## config.mk

```make
export PLATFORM = sky130hd
export DESIGN_NAME = json_string_escaper_core
export DESIGN_NICKNAME = d
export VERILOG_FILES = /design/src/hw/rtl/jse_pkg.sv /design/src/hw/rtl/jse_front.sv /design/src/hw/rtl/jse_queue.sv /design/src/hw/rtl/jse_back.sv /design/src/hw/rtl/json_string_escaper_core.sv
export SDC_FILE = /design/constraint.sdc
export NUM_CORES = 1
export LEC_CHECK = 0
export ABC_CLOCK_PERIOD_IN_PS = 9400
export BUFFER_PORTS_ARGS = -buffer_cell sky130_fd_sc_hd__buf_2
export CAP_MARGIN = 5
export CORE_AREA = 2 2 131 133
export DETAILED_ROUTE_END_ITERATION = 10
export DIE_AREA = 0 0 133 135
export PLACE_DENSITY = 0.66
export SYNTH_ARGS = -nofsm -noshare
export SYNTH_HDL_FRONTEND = slang
export SYNTH_SLANG_ARGS = --single-unit
```

## constraint.sdc

```tcl
create_clock -name clock -period 9.4 [get_ports clock]
set_clock_uncertainty 0.2 [all_clocks]
set_input_delay 0.94 -clock clock [delete_from_list [all_inputs] [get_ports clock]]
set_output_delay 0.94 -clock clock [all_outputs]
set_load 0.02 [all_outputs]
```

## src/hw/rtl/jse_pkg.sv

```systemverilog
`timescale 1ns / 1ps
// jse_pkg: shared types, character codes and helpers for the JSON string escaper.
// No dependencies; every other file of the block refers to it by scoped names.
package jse_pkg;

   localparam int CharWidth  = 21;
   localparam int EscWidth   = 16;
   localparam int CountWidth = 4;   // up to 14 output words per input word
   localparam int QueueDepth = 2;

   localparam logic [CharWidth-1:0] CharQuote     = 21'h22;
   localparam logic [CharWidth-1:0] CharBackslash = 21'h5C;
   localparam logic [CharWidth-1:0] CharLowerU    = 21'h75;

   localparam logic [CharWidth-1:0] AsciiLast   = 21'h7E;
   localparam logic [CharWidth-1:0] ControlLast = 21'h1F;
   localparam logic [CharWidth-1:0] BmpLast     = 21'hFFFF;
   localparam logic [CharWidth-1:0] SuppBase    = 21'h10000;
   localparam logic [EscWidth-1:0]  HighSurr    = 16'hD800;
   localparam logic [EscWidth-1:0]  LowSurr     = 16'hDC00;
   localparam logic [9:0]           SurrMask    = 10'h3FF;

   typedef enum logic [2:0] {
      KindNone  = 3'd0,   // no character, quotes only
      KindPlain = 3'd1,   // character passes through
      KindShort = 3'd2,   // backslash plus one letter
      KindEsc1  = 3'd3,   // one \uXXXX
      KindEsc2  = 3'd4    // surrogate pair, two \uXXXX
   } jse_kind_type;

   typedef struct packed {
      logic [CharWidth-1:0] code_point;
      logic                 has_char;
      logic                 string_start;
      logic                 string_end;
   } jse_req_type;

   typedef struct packed {
      logic [CharWidth-1:0] out_char;
      logic                 last_of_run;
   } jse_rsp_type;

   // Classified job handed from the front to the back.
   typedef struct packed {
      logic                  start_quote;
      jse_kind_type          kind;
      logic [CountWidth-1:0] total_len;
      logic [CharWidth-1:0]  body_char;   // plain char or short-escape letter
      logic [EscWidth-1:0]   esc_hi;
      logic [EscWidth-1:0]   esc_lo;
   } jse_job_type;

   function automatic logic [CharWidth-1:0] hex_digit(input logic [3:0] nib);
      logic [CharWidth-1:0] ch;
      if (nib < 4'd10) begin
         ch = 21'h30 + CharWidth'(nib);
      end else begin
         ch = 21'h57 + CharWidth'(nib);   // 'a' - 10
      end
      return ch;
   endfunction

   function automatic logic [CountWidth-1:0] body_len(input jse_kind_type kind);
      logic [CountWidth-1:0] len;
      case (kind)
         KindPlain: len = 4'd1;
         KindShort: len = 4'd2;
         KindEsc1:  len = 4'd6;
         KindEsc2:  len = 4'd12;
         default:   len = 4'd0;
      endcase
      return len;
   endfunction

endpackage

```

## src/hw/rtl/jse_front.sv

```systemverilog
`timescale 1ns / 1ps
// jse_front: holds the wide-char escape register and classifies each request word into a job.
// Depends on jse_pkg.
module jse_front (
   input  logic                clock,
   input  logic                reset,
   input  logic                csr_valid,
   output logic                csr_ready,
   input  logic                csr_word,
   input  jse_pkg::jse_req_type req_word,
   output jse_pkg::jse_job_type job,
   output logic                job_empty
);

   logic esc_wide_ff, esc_wide_in;

   logic [jse_pkg::CharWidth-1:0] cp;
   logic [jse_pkg::CharWidth-1:0] reduced;
   logic [jse_pkg::CharWidth-1:0] short_ch;
   logic [jse_pkg::CountWidth-1:0] len;

   assign csr_ready   = 1'b1;
   assign esc_wide_in = csr_valid ? csr_word : esc_wide_ff;

   always_ff @(posedge clock) begin
      if (reset) begin
         esc_wide_ff <= 1'b1;
      end else begin
         esc_wide_ff <= esc_wide_in;
      end
   end

   always_comb begin
      cp      = req_word.code_point;
      reduced = cp - jse_pkg::SuppBase;
      case (cp)
         21'h08:  short_ch = 21'h62;   // b
         21'h09:  short_ch = 21'h74;   // t
         21'h0A:  short_ch = 21'h6E;   // n
         21'h0C:  short_ch = 21'h66;   // f
         21'h0D:  short_ch = 21'h72;   // r
         21'h22:  short_ch = 21'h22;
         21'h2F:  short_ch = 21'h2F;
         21'h5C:  short_ch = 21'h5C;
         default: short_ch = '0;
      endcase

      job.start_quote = req_word.string_start;
      job.body_char   = cp;
      job.esc_hi      = cp[jse_pkg::EscWidth-1:0];
      job.esc_lo      = '0;
      if (!req_word.has_char) begin
         job.kind = jse_pkg::KindNone;
      end else if (short_ch != '0) begin
         job.kind      = jse_pkg::KindShort;
         job.body_char = short_ch;
      end else if (cp <= jse_pkg::ControlLast) begin
         job.kind = jse_pkg::KindEsc1;
      end else if (esc_wide_ff && (cp > jse_pkg::BmpLast)) begin
         // surrogate pair; only the low 16 bits of each half are shown
         job.kind   = jse_pkg::KindEsc2;
         job.esc_hi = jse_pkg::EscWidth'(reduced[jse_pkg::CharWidth-1:10]) + jse_pkg::HighSurr;
         job.esc_lo = {6'd0, reduced[9:0] & jse_pkg::SurrMask} + jse_pkg::LowSurr;
      end else if (esc_wide_ff && (cp > jse_pkg::AsciiLast)) begin
         job.kind = jse_pkg::KindEsc1;
      end else begin
         job.kind = jse_pkg::KindPlain;
      end

      len = jse_pkg::body_len(job.kind)
            + jse_pkg::CountWidth'(req_word.string_start)
            + jse_pkg::CountWidth'(req_word.string_end);
      job.total_len = len;
      job_empty     = (len == '0);
   end

endmodule

```

## src/hw/rtl/jse_queue.sv

```systemverilog
`timescale 1ns / 1ps
// jse_queue: small register FIFO of classified jobs between front and back.
// Depends on jse_pkg.
module jse_queue #(
   parameter int Depth = jse_pkg::QueueDepth
) (
   input  logic                 clock,
   input  logic                 reset,
   input  logic                 push,
   input  jse_pkg::jse_job_type push_job,
   output logic                 full,
   input  logic                 pop,
   output logic                 head_valid,
   output jse_pkg::jse_job_type head_job
);

   localparam int PtrWidth = (Depth > 1) ? $clog2(Depth) : 1;
   localparam int CntWidth = $clog2(Depth + 1);

   jse_pkg::jse_job_type slot_ff [Depth];
   logic [PtrWidth-1:0] wr_ptr_ff, wr_ptr_in;
   logic [PtrWidth-1:0] rd_ptr_ff, rd_ptr_in;
   logic [CntWidth-1:0] count_ff, count_in;

   function automatic logic [PtrWidth-1:0] next_ptr(input logic [PtrWidth-1:0] p);
      logic [PtrWidth-1:0] n;
      if (p == PtrWidth'(Depth - 1)) begin
         n = '0;
      end else begin
         n = p + 1'b1;
      end
      return n;
   endfunction

   assign full       = (count_ff == CntWidth'(Depth));
   assign head_valid = (count_ff != '0);
   assign head_job   = slot_ff[rd_ptr_ff];

   always_comb begin
      wr_ptr_in = push ? next_ptr(wr_ptr_ff) : wr_ptr_ff;
      rd_ptr_in = pop ? next_ptr(rd_ptr_ff) : rd_ptr_ff;
      count_in  = count_ff;
      if (push && !pop) begin
         count_in = count_ff + 1'b1;
      end else if (pop && !push) begin
         count_in = count_ff - 1'b1;
      end
   end

   always_ff @(posedge clock) begin
      if (reset) begin
         wr_ptr_ff <= '0;
         rd_ptr_ff <= '0;
         count_ff  <= '0;
      end else begin
         wr_ptr_ff <= wr_ptr_in;
         rd_ptr_ff <= rd_ptr_in;
         count_ff  <= count_in;
      end
   end

   always_ff @(posedge clock) begin
      if (push) begin
         slot_ff[wr_ptr_ff] <= push_job;
      end
   end

endmodule

```

## src/hw/rtl/jse_back.sv

```systemverilog
`timescale 1ns / 1ps
// jse_back: walks head job into response register, one char per cycle unless stalled.
// Depends on jse_pkg.
module jse_back (
   input  logic                 clock,
   input  logic                 reset,
   input  logic                 head_valid,
   input  jse_pkg::jse_job_type head_job,
   output logic                 pop,
   output logic                 rsp_valid,
   input  logic                 rsp_ready,
   output jse_pkg::jse_rsp_type rsp_word
);

   logic [jse_pkg::CountWidth-1:0] pos_ff, pos_in;
   logic                           rsp_valid_ff, rsp_valid_in;
   jse_pkg::jse_rsp_type           rsp_word_ff, rsp_word_in;

   logic                           load;
   logic                           last;
   logic [jse_pkg::CountWidth-1:0] b;
   logic [jse_pkg::CountWidth-1:0] j_full;
   logic [2:0]                     j;
   logic [jse_pkg::EscWidth-1:0]   v;
   logic [jse_pkg::CharWidth-1:0]  ch;

   always_comb begin
      b = pos_ff - jse_pkg::CountWidth'(head_job.start_quote);
      if (b < 4'd6) begin
         j_full = b;
         v      = head_job.esc_hi;
      end else begin
         j_full = b - 4'd6;
         v      = head_job.esc_lo;
      end
      j = j_full[2:0];

      if (head_job.start_quote && (pos_ff == '0)) begin
         ch = jse_pkg::CharQuote;
      end else if (b < jse_pkg::body_len(head_job.kind)) begin
         case (head_job.kind)
            jse_pkg::KindPlain: ch = head_job.body_char;
            jse_pkg::KindShort: ch = (b == '0) ? jse_pkg::CharBackslash : head_job.body_char;
            jse_pkg::KindEsc1, jse_pkg::KindEsc2: begin
               case (j)
                  3'd0:    ch = jse_pkg::CharBackslash;
                  3'd1:    ch = jse_pkg::CharLowerU;
                  3'd2:    ch = jse_pkg::hex_digit(v[15:12]);
                  3'd3:    ch = jse_pkg::hex_digit(v[11:8]);
                  3'd4:    ch = jse_pkg::hex_digit(v[7:4]);
                  default: ch = jse_pkg::hex_digit(v[3:0]);
               endcase
            end
            default: ch = jse_pkg::CharQuote;
         endcase
      end else begin
         ch = jse_pkg::CharQuote;
      end

      last = (pos_ff == head_job.total_len - 1'b1);
      load = head_valid && (!rsp_valid_ff || rsp_ready);
      pop  = load && last;

      pos_in = pos_ff;
      if (load) begin
         pos_in = last ? '0 : pos_ff + 1'b1;
      end

      rsp_valid_in = load || (rsp_valid_ff && !rsp_ready);
      rsp_word_in  = rsp_word_ff;
      if (load) begin
         rsp_word_in.out_char    = ch;
         rsp_word_in.last_of_run = last;
      end
   end

   always_ff @(posedge clock) begin
      if (reset) begin
         pos_ff       <= '0;
         rsp_valid_ff <= 1'b0;
      end else begin
         pos_ff       <= pos_in;
         rsp_valid_ff <= rsp_valid_in;
      end
   end

   always_ff @(posedge clock) begin
      rsp_word_ff <= rsp_word_in;
   end

   assign rsp_valid = rsp_valid_ff;
   assign rsp_word  = rsp_word_ff;

endmodule

```

## src/hw/rtl/json_string_escaper_core.sv

```systemverilog
`timescale 1ns / 1ps
// JSON string escaper: one code point per request word, one output char per response word.
// Accepted words are written to the queue, then their characters to the response register.
// Throughput: 1 response word per cycle unless rsp_ready stalls, set by the back end's
//   single output register; an item of N words (1..14) holds the back end until its last word.
// Reset (synchronous, active high): queue and response register empty, wide escaping on.
// Depends on jse_pkg, jse_front, jse_queue, jse_back.
module json_string_escaper_core #(
   parameter int QueueDepth = jse_pkg::QueueDepth   // jobs buffered between front and back, >= 2
) (
   input  logic                 clock,
   input  logic                 reset,
   // request channel: one code point plus string framing flags
   input  logic                 req_valid,
   output logic                 req_ready,
   input  jse_pkg::jse_req_type req_word,
   // response channel: one output character per word
   output logic                 rsp_valid,
   input  logic                 rsp_ready,
   output jse_pkg::jse_rsp_type rsp_word,
   // configuration: wide-char escape register
   input  logic                 csr_valid,
   output logic                 csr_ready,
   input  logic                 csr_word
);

   jse_pkg::jse_job_type front_job;
   jse_pkg::jse_job_type head_job;
   logic                 front_empty;
   logic                 q_full;
   logic                 q_push;
   logic                 q_pop;
   logic                 head_valid;

   // Front end: register plus classification of the incoming word into a job.
   jse_front u_front (
      .clock     (clock),
      .reset     (reset),
      .csr_valid (csr_valid),
      .csr_ready (csr_ready),
      .csr_word  (csr_word),
      .req_word  (req_word),
      .job       (front_job),
      .job_empty (front_empty)
   );

   // Words that produce nothing are accepted and dropped here.
   assign req_ready = !q_full;
   assign q_push    = req_valid && req_ready && !front_empty;

   jse_queue #(
      .Depth (QueueDepth)
   ) u_queue (
      .clock      (clock),
      .reset      (reset),
      .push       (q_push),
      .push_job   (front_job),
      .full       (q_full),
      .pop        (q_pop),
      .head_valid (head_valid),
      .head_job   (head_job)
   );

   // Back end: sequence the head job's characters into the response register.
   jse_back u_back (
      .clock      (clock),
      .reset      (reset),
      .head_valid (head_valid),
      .head_job   (head_job),
      .pop        (q_pop),
      .rsp_valid  (rsp_valid),
      .rsp_ready  (rsp_ready),
      .rsp_word   (rsp_word)
   );

endmodule
```

Word-level counts from Yosys, hierarchy flattened
Memory sizes are Yosys's and may differ from the RTL's. A register that Yosys moved wholly into a read port is not among the register bits.
Index checks and enable logic that the tools add are counted.
Word-level totals
  flip-flop bits (word level): 32
  bits in latches: 0
  bits in writable memories: 122
  memory bits (read-only): 0
  input port bits: 30
  output and inout port bits: 25
  word-level logic and storage cells: 121
  memories: 1
Operators by class
  add/subtract/negate cells: 21
  $mul: 0
  divide/modulo/power cells: 0
  order comparisons: 9
  eq/ne operators: 22
  shifts and indexed selects: 0
  mux-type cells: 32
  bitwise logic cells: 1
  reduce and logical (&&, ||, !) cells: 27
Memories
  u_queue.slot_ff: words 2, width 61, rd ports 1, clocked after Yosys merged registers in 1, write ports 1, RTL line jse_queue.sv:20  | jse_pkg::jse_job_type slot_ff [Depth];
Operators with widths (count)
  21-bit 2-to-1 mux: 6
  21-bit by 4-bit == test with 1-bit output (second input constant): 5
  21-bit case mux with 5 select lines: 1
  32-bit 2-to-1 mux: 3
  21-bit case mux with 3 select lines: 1
  7-bit case mux with 8 select lines: 1
  53-bit 2-to-1 mux: 1
  21-bit by 6-bit == test with 1-bit output (second input constant): 2
  7-bit by 4-bit adder with 8-bit output (first input constant): 4
  4-bit case mux with 4 select lines: 2
  6-bit by 4-bit adder with 7-bit output (first input constant): 4
  21-bit by 7-bit == test with 1-bit output (second input constant): 1
  21-bit by 16-bit greater-than comparator with 1-bit output (second input constant): 1
  21-bit by 7-bit greater-than comparator with 1-bit output (second input constant): 1
  21-bit by 5-bit less-or-equal comparator with 1-bit output (second input constant): 1
  21-bit nonzero test: 1
  21-bit by 17-bit subtractor with 21-bit output (second input constant): 1
  3-bit by 2-bit == test with 1-bit output (second input constant): 6
  11-bit by 15-bit adder with 16-bit output (second input constant): 1
  12-bit by 15-bit adder with 16-bit output (second input constant): 1
  4-bit less-than comparator (second input constant): 4
  16-bit 2-to-1 mux: 1
  3-bit 2-to-1 mux: 5
  4-bit zero test: 3
  other kinds (24): 55

Longest topological paths before layout
  word-level depth: 18
  gate-level depth with buffers: 20
  depth with buffers taken out: 20

By module
A second synthesis with hierarchy kept.
Unflattened totals
  cells, all modules: 681
  area total of the unflattened synthesis: 8330.5 sq um
By module, submodules not included
  jse_queue: instances 1, cells each 212, area each 4633.2 sq um, seq. area each 3763.6 sq um
  jse_back: instances 1, cells each 290, area each 2529.9 sq um, seq. area each 760.7 sq um
  jse_front: instances 1, cells each 177, area each 1151.1 sq um, seq. area each 20.0 sq um
  json_string_escaper_core: instances 1, cells each 2, area each 16.3 sq um, seq. area each 0.0 sq um

Worst setup path after synthesis
OpenSTA, ideal clock, no wires.
  path kind: input to register
  from: in req_word[13] (netlist name)
  to: mem u_queue.slot_ff[0][0] (netlist name) (enable)
  setup time: 468 ps
  data arrival time: 5964 ps
  required time: 8732 ps
  setup slack: 2768 ps
  cell stages on the path: 13
  buffers on the path: 0
  path through: or4_4 -> or3_4 -> or4_4 -> nand3_2 -> nand2b_1 -> inv_1 -> nand2_1 -> fa_1 -> inv_1 -> ha_1 -> or3_1 -> o221ai_4 -> nor2_1
RTL lines
  start, declared: RTL line json_string_escaper_core.sv:16  | input jse_pkg::jse_req_type req_word,
  end, declared: RTL line jse_queue.sv:20

==> metrics <==
outcome finished, final reports clean; gr usage total 0.192; crit-path most repeated cell inv_1; Slew @ Worst Pin 0.824 ns; Via-to-Cell Ratio 5.52; slew margin rel. 0.451; CP required 9.55 ns; layout cells sized above 1 0.198; Syn Inst Count 595; total vias in the final route 4,814; delay-heaviest family, CP simple AND/OR/NAND/NOR gates; Avg Inst Size Synth 12.2 um2; Crit. End Element register; IO Pins 55; Distinct cells, synth 68; clk_lat worst skew 0.42 ns; die height 135 um; largest net degree at the start of global routing 48; Post-CTS Setup Inserts 0; clock slew at reported path FFs 0.06 ns; Initial Utilization 0.443; first-pass GRT wire length 26,000 um; commonest non-fill, non-tap cells in the layout edfxtp_1 (132), buf_2 (53), nor2_1 (46); Setup CP Type primary input to register; total clock sinks 143; VDD IR max 0.148 mV; ant diodes 0; maximum clock path buffer count 2; Buffers on Ports 53; CP arrival 5.46 ns; Pwr Total 2260 uW; area delta synth->final 14.4%; CP Cell Sequence buf_2 -> or4_4 -> or3_4 -> a2111oi_4 -> nand4b_1 -> nand2b_1 -> inv_1 -> nand2_1 -> fa_1 -> inv_1 -> ha_1 -> or4_4 -> o221ai_4 -> inv_1 -> ha_1 -> xor2_1 -> or3_1 -> a21oi_1; Tightest Hold Check Type register to register; Fmax 188 MHz; hold buffers post-CTS 0; RSZ-0062 raised after global routing false; gp weighted congestion 0.908; max-cap viol count 0; Async S/R FF share, synth 0; CP bufs+invs 4; nets 686; die span in x 133 um; Final Critical Period 5.31 ns; CTS tree built; post-synthesis net count 642; DP Worst Slack 3.69 ns; Netlist Area Pre-Place 7270 um2; slowest stage delay, CP 0.56 ns; Num CTS Buffers 17; DR WL/cell 18.6 um; initial antenna violation count 0; row count 47; crit path max fanout 7; floorplan core area 16,400 um2; final number of max-transition violations 0; DR pass1 iterations 5; Hold Vio Cnt, Final 0; slowest cell on the critical path or4_4; final hold slack 0.310 ns; die area 18,000 um2; Main synth FF type edfxtp_1; Yosys reg bits 143; Power Dens Cells 272 nW/um2; startpoint types primary input; CTS resizes 0; Yosys Warn Count 0; Leakage 0.00294 uW; drt drc 0; sum of negative setup slack 0 ns; CTS H-tree depth 4; initial DRC count 362; Fillers 1,433; clock root buffer master clkbuf_16; non-filler cells in the finished layout 872; HPWL after detailed placement 11,500 um; final setup margin 4.09 ns; Final Setup Violations 0; remaining global-route overflow 0; post-synthesis sequential area ratio 0.575; drt total wl 16,200 um; final worst-path cycle share 0.564; number of antenna-violating nets in the routed design 0; Inst Count DP 840; most common cell after layout, fill and taps aside edfxtp_1; vias in the first global route 4,767; Post-synth EDFFs 132
Yosys cell counts, types with 14 or more instances:
| library cell | number | area [um2] |
|---|---|---|
| inv_1 | 30 | 113 |
| o21ai_0 | 28 | 140 |
| and2_1 | 14 | 87.6 |
| xnor2_1 | 15 | 131 |
| edfxtp_1 | 132 | 3960 |
| a21oi_1 | 27 | 135 |
| clkbuf_1 | 21 | 78.8 |
| nand2_1 | 33 | 124 |
| nand3_1 | 14 | 70.1 |
| mux2i_1 | 35 | 350 |
| ha_1 | 16 | 200 |
| nor2_1 | 48 | 180 |
worst paths after layout:
| path | start | end | slack, ns | cells after the start |
|---|---|---|---|---|
| worst min register to register | u_queue.rd_ptr_ff | register | 0.31 | 2 |
| worst max register to register | register | u_back.rsp_word[1] | 4.20 | 12 |
| worst max-delay path | req_word[13] | u_queue.count_ff[1] | 4.09 | 18 |
| worst min-delay path | u_queue.rd_ptr_ff | register | 0.31 | 2 |
kinds of logic (layout without fill, tap and decap cells):
| kind of cell | after synthesis | count (layout) | share of synthesized area |
|---|---|---|---|
| and+or+nand+nor | 185 | 185 | 0.135 |
| adders and majority gates | 17 | 17 | 0.0303 |
| xor gates and xnor gates | 24 | 24 | 0.0289 |
| other | 1 | 1 | 0.000516 |
| DFF | 143 | 143 | 0.575 |
| buffers and inverters | 63 | 120 | 0.0351 |
| muxes | 56 | 56 | 0.0946 |
| AOI/OAI and AO/OA | 106 | 106 | 0.100 |
routing by layer:
metal  wire, um  vias to the layer above  track usage
li1           -                     2308            -
met1       7490                     2352        0.259
met2       7770                      134        0.310
met3        666                       20       0.0353
met4        282                        0       0.0735
met5          0                        -            0
cell type report:
type                            count  area (um2)  area share
Clock buffer                       18         429      0.0516
Clock inverter                     14         165      0.0199
Inverter                           30         113      0.0135
Multi-Input combinational cell    389        2850       0.342
Sequential cell                   143        4190       0.503
Tap cell                          220         275      0.0331
Timing Repair Buffer               58         303      0.0364
tightest hold or removal path: stages, from the launching register on:
cell	delay, ns
dfxtp_1	0.32
xor2_1	0.08
nor2_1	0.08
state kept, by name, indices dropped and copies added (netlist names), named ones only:
| name | count |
|---|---|
| u_back.rsp_word | 22 |
| u_front.esc_wide_ff | 1 |
| u_queue.wr_ptr_ff | 1 |
| u_queue.slot_ff | 110 |
| u_queue.rd_ptr_ff | 1 |
| u_queue.count_ff | 2 |
| u_back.rsp_valid | 1 |
| u_back.pos_ff | 4 |
report_power, final:
part,switching [uW],total [uW],leakage [uW],internal (uW)
combinational,473,727,0.00133,254
sequential,32.7,863,0.00133,831
clock,254,670,0.000282,416
per-stage QoR:
| step | util | instance area (um2) |
|---|---|---|
| CTS | 0.507 | 8320 |
| finish | 0.507 | 8320 |
| global route | 0.507 | 8320 |
| global placement | 0.471 | 7720 |
| floorplan | - | 7270 |
| detailed placement | 0.471 | 7720 |
(Power assumes the default switching activity.)
